<file path="src/sv/mlfm_pkg.sv">
// shared constants and types for the multiplayer link frame master
// no dependencies
`default_nettype none

package mlfm_pkg;

    localparam int WORD_W = 16;

    localparam int QUEUE_DEPTH_DEF = 128;
    localparam int FRAME_WORDS_DEF = 8;
    localparam int PEER_COUNT_DEF  = 4;

    localparam logic [31:0] PKT_MAGIC      = 32'h4d50_4b31;
    localparam logic [15:0] PKT_LEN_BYTES  = 16'd40;
    localparam logic [15:0] TOK_MASTER     = 16'h8FFF;
    localparam logic [15:0] TOK_SLAVE      = 16'hB9A0;
    localparam logic [15:0] TOK_NOT_READY  = 16'hFFFF;
    localparam logic [7:0]  RUN_LIMIT_RST  = 8'd18;
    localparam logic [7:0]  RUN_SAT        = 8'd255;

    localparam logic [1:0] OP_XFER = 2'd0;
    localparam logic [1:0] OP_HDR  = 2'd1;
    localparam logic [1:0] OP_DATA = 2'd2;

    // config register index (byte address bit 2)
    localparam logic CFG_RUN_LIMIT = 1'b0;

    // packet staging and queue write control
    typedef struct packed {
        logic        clear;
        logic        we;
        logic        commit;
        logic [2:0]  widx;
        logic [15:0] value;
        logic [1:0]  peer;
    } stage_ctrl_t;

endpackage

`default_nettype wire

</file>
<file path="src/sv/mlfm_cfg.sv">
// apb configuration register: handshake run limit
// depends on mlfm_pkg
`default_nettype none

module mlfm_cfg
    import mlfm_pkg::*;
(
    input  wire logic        clk,
    input  wire logic        rst_n,
    input  wire logic        psel,
    input  wire logic        penable,
    input  wire logic        pwrite,
    input  wire logic [2:0]  paddr,
    input  wire logic [31:0] pwdata,
    output logic      [31:0] prdata,
    output logic             pready,
    output logic      [7:0]  run_limit
);

    logic [7:0] limit_reg;

    assign pready    = 1'b1;
    assign run_limit = limit_reg;

    always_ff @(posedge clk or negedge rst_n)
    begin
        if (!rst_n)
        begin
            limit_reg <= RUN_LIMIT_RST;
        end
        else if (psel && penable && pwrite && paddr[2] == CFG_RUN_LIMIT)
        begin
            limit_reg <= pwdata[7:0];
        end
    end

    always_comb
    begin
        prdata = '0;
        if (paddr[2] == CFG_RUN_LIMIT)
        begin
            prdata = {24'd0, limit_reg};
        end
    end

endmodule

`default_nettype wire

</file>
<file path="config.mk">
export PLATFORM = sky130hd
export DESIGN_NAME = mlfm_cfg
export DESIGN_NICKNAME = d
export VERILOG_FILES = /design/src/sv/mlfm_pkg.sv /design/src/sv/mlfm_cfg.sv
export SDC_FILE = /design/constraint.sdc
export NUM_CORES = 1
export LEC_CHECK = 0
export BUFFER_PORTS_ARGS = -buffer_cell sky130_fd_sc_hd__buf_2
export CORE_MARGIN = 10
export CORE_UTILIZATION = 32
export DETAILED_ROUTE_END_ITERATION = 6
export GPL_TIMING_DRIVEN = 0
export PLACE_DENSITY = 0.84
export SLEW_MARGIN = 40
export SYNTH_ARGS = -nofsm -noshare
export SYNTH_HDL_FRONTEND = slang
export SYNTH_SLANG_ARGS = --single-unit
</file>
<file path="constraint.sdc">
create_clock -name clk -period 1.3 [get_ports clk]
set_input_delay 0.195 -clock clk [delete_from_list [all_inputs] [get_ports clk]]
set_output_delay 0.195 -clock clk [all_outputs]
set_load 0.01 [all_outputs]
</file>
# Word-level counts from Yosys, hierarchy flattened
# Index checks and enable logic that the tools add are counted.
[totals]
ff_bits = 8
word_cells = 6
[classes]
muxes = 1
bitwise_logic = 1
reduce_logical = 3
[ops]
columns = ["cell", "n"]
rows = [
  ["8-bit 2-to-1 mux", 1],
  ["1-bit logical AND", 3],
  ["1-bit inverter", 1],
]

# Depth between registers and ports, before layout
[logic_depth]
ltp_word = 3
depth_mapped = 2

# Least setup slack after synthesis
# Ideal clock, no wire load.
[synth_path]
path_kind = "reg-to-output"
start = "register limit_reg[1] (netlist: run_limit[1])"
end = "output port prdata[1]"
arrival_ns = 0.702
t_required_ns = 1.105
path_slack_ns = 0.403
stages_incl_launch_ff = 2
path_buffers = 0
cell_sequence = "dfstp_2 -> and2b_2"
[synth_via]
elab_chain_len = 1
[synth_lines]
columns = ["item", "line_no", "rtl"]
rows = [
  ["start, declared", "mlfm_cfg.sv:20", "logic [7:0] limit_reg;"],
  ["start signal, assigned", "mlfm_cfg.sv:33", "limit_reg <= pwdata[7:0];"],
  ["8-bit 2-to-1 mux", "mlfm_cfg.sv:40", "if (paddr[2] == CFG_RUN_LIMIT)"],
  ["end, declared", "mlfm_cfg.sv:15", "output logic [31:0] prdata,"],
]
# Every way passes these cells.

# Worst setup path after layout
# Same ends and word-level chain as after synthesis.

==> results.txt <==
The run finished with clean final reports. Port buffering added 29 buffers. The detailed-routing iteration count for the pre-antenna-repair pass came out at 2. The die is between 60 and 70 um wide. The number of enable-type register cells in the synthesized netlist is 0. The flip-flop count of the largest register, all copies and words added is 8. The number of nets still failing antenna checks after routing is 0. The initial detailed-routing violation count is 5.

The critical path capture point type is an output port. The number of setup buffers added after CTS is 0. The hold violation total from the final report was 0. STA classifies the critical path startpoint as a flop. The synthesized flop and latch total came out at 8.

For this block, the via count after detailed routing is 462. Yosys mapped the design onto 7 distinct sky130hd cell types. The final HPWL from detailed placement is 1400 um. The I/O pin count is 81. The number of instances in the placed design came out at 129.

The number of design rule violations left after detail routing is 0. The clock insertion delay at the later pin of the skew report came out at ~0.24 ns. The repair_antennas step left the layout with diodes totalling 0. The clock buffer count from CTS came out at 3. After clock tree synthesis, the clock-pin slew on the worst setup and hold paths is around 0.05 ns. The maximum number of pins on one net before global-route repair came out at 10. Clock tree synthesis selected as its root buffer the cell sky130_fd_sc_hd__clkbuf_4.

The final-report setup violation count came out at 0. The average footprint of a synthesized cell came out at 11.2 um2. The synthesis warning total came out at 0. The final layout contains 150 nets.

The hold buffer count at CTS is 1. After layout, the minimum clock period comes to around 1.2 ns. The total number of clock tree sinks came out at 8. The leading register cell type out of synthesis is sky130_fd_sc_hd__dfrtp_1. The total negative slack is 0 ns.

The area of the placeable core came out at 0.00173 mm2. The synthesized instance count is 52. Once the clock tree was built, the resizer swapped 0 gates to a different size. The maximum fanout encountered on the critical timing path is 3. For this run, the total global-route usage over all layers was measured as 0.0759. The required time of the critical path is around 1.1 ns. The cell leakage power is ~0.54 nW. The detailed-route wire length came out at about 1600 um. The standard-cell row count is 15. The maximum operating frequency came out at 816 MHz.

The async set-or-reset flop fraction in the synthesized netlist is 1.00. The final worst-path cycle share is 0.943. The biggest area contributor in the post-synthesis netlist is sky130_fd_sc_hd__buf_4. TritonCTS built the clock tree.

Ranked by instance count, the synthesized netlist is headed by sky130_fd_sc_hd__buf_4, sky130_fd_sc_hd__and2b_2, sky130_fd_sc_hd__mux2_2. Of the post-synthesis cell area, the dominant cell type holds 0.323. The total grt overflow is 0. The die height is between 60 and 70 um. Sorting the synthesized cells by area gives the leading types as sky130_fd_sc_hd__buf_4, sky130_fd_sc_hd__dfrtp_1, sky130_fd_sc_hd__mux2_2, sky130_fd_sc_hd__and2b_2, sky130_fd_sc_hd__dfstp_2. The per-cell routed wire length came out at 11.7 um.

The congestion estimate from routability-driven global placement came to around 0.63. The total of max-cap violations is 0. Counting along the longest clock path gives a buffer depth of 2. In this run the number of H-tree levels came out at 1.

The worst vdd rail ir drop is ~0.00045 V. For this configuration, the core starts out at a cell density of 0.337. The finished layout holds roughly 130 standard cells, fillers aside. The via count of the first global-routing pass is 450. The number of antenna violations at the first check in global routing was 0.

The average via count per standard cell came out at between 3 and 4. In this run the cell area of the synthesized design comes to 582 um2. The wire length of the first global-routing pass is 2380 um. The power density relative to cell area came out at between 1000 and 1500 mW/mm2. By instance count, the leading cell after synthesis is sky130_fd_sc_hd__buf_4. Setup repair after global routing left no endpoint under its margin.

The fraction of layout instances using a drive strength above 1 is 0.704. STA puts the critical path data arrival time at slightly above 1 ns. The maximum clock skew at final layout is 0 ns. The overall power after layout came out at between 0.8 and 0.9 mW. The number of max-slew violations in the final report came to 0. The post-synthesis sequential area ratio came out at 0.348.

The synthesis-to-layout area growth came out at 50.8%. The die covers 0.00392 mm2. The path type of the worst setup path is flop to output port.

The tightest min-delay check is of the input port to flop type.
[critical path, cell delays in order, from the launching register on]
cell                      delay (ns)
sky130_fd_sc_hd__dfstp_2        0.53
sky130_fd_sc_hd__and2b_2        0.13
sky130_fd_sc_hd__buf_2          0.12
[cell usage in the layout (no fill, tap or decap)]
master,n
sky130_fd_sc_hd__mux2_2,8
sky130_fd_sc_hd__conb_1,25
sky130_fd_sc_hd__nand4b_4,1
sky130_fd_sc_hd__dfrtp_1,6
sky130_fd_sc_hd__dfstp_2,2
sky130_fd_sc_hd__clkbuf_4,3
sky130_fd_sc_hd__dlygate4sd3_1,1
sky130_fd_sc_hd__and2b_2,8
sky130_fd_sc_hd__buf_2,29
sky130_fd_sc_hd__buf_4,25
[metrics by stage]
step                worst slack (ns)   util  instance area (um2)  hold slack [ns]
floorplan                      0.403      -                  668           -0.101
global placement               0.243  0.489                  845           0.0451
detailed placement             0.222  0.489                  845           0.0424
CTS                           0.0630  0.508                  877            0.177
global route                  0.0281  0.508                  877            0.175
finish                        0.0743  0.508                  877            0.182
[metal layers]
layer / global-route usage / vias up / share of wire
li1: - / 228 / -
met1: 0.0760 / 201 / 0.37
met2: 0.122 / 33 / 0.49
met3: 0.0538 / 0 / 0.13
met4: 0.0251 / 0 / 0
met5: 0 / - / 0
[logic make-up after synthesis]
logic type	after synthesis	synth area share
simple gates	9	0.161
buf+inv	25	0.323
flops	8	0.348
mux	8	0.155
other cells	2	0.0129
[path summary, 6_finish.rpt]
check / slack, ns / to / start / cells after the start
worst min register to register: 0.52 / run_limit[3] / run_limit[3] / 1
min in group asynchronous: 0.33 / run_limit[2] / rst_n / 2
max in group asynchronous: 0.73 / run_limit[4] / rst_n / 2
worst max register to register: 0.53 / run_limit[6] / run_limit[6] / 1
worst min-delay path: 0.18 / run_limit[6] / pwdata[6] / 2
worst max-delay path: 0.07 / prdata[1] / run_limit[1] / 2
[power breakdown]
part           internal [mW]  switching, mW
clock                  0.105         0.0789
sequential             0.315         0.0342
combinational          0.190          0.166
total                  0.610          0.279
[cell type report]
type / count / area, um2
plain buffers: 25 / 188
fillers: 172 / 850
well taps: 25 / 31.3
repair buffers: 30 / 155
clock buffers: 3 / 22.5
multi-input cells: 42 / 278
flip-flops and latches: 8 / 203
Note: power is estimated with default switching activity, not from simulation.
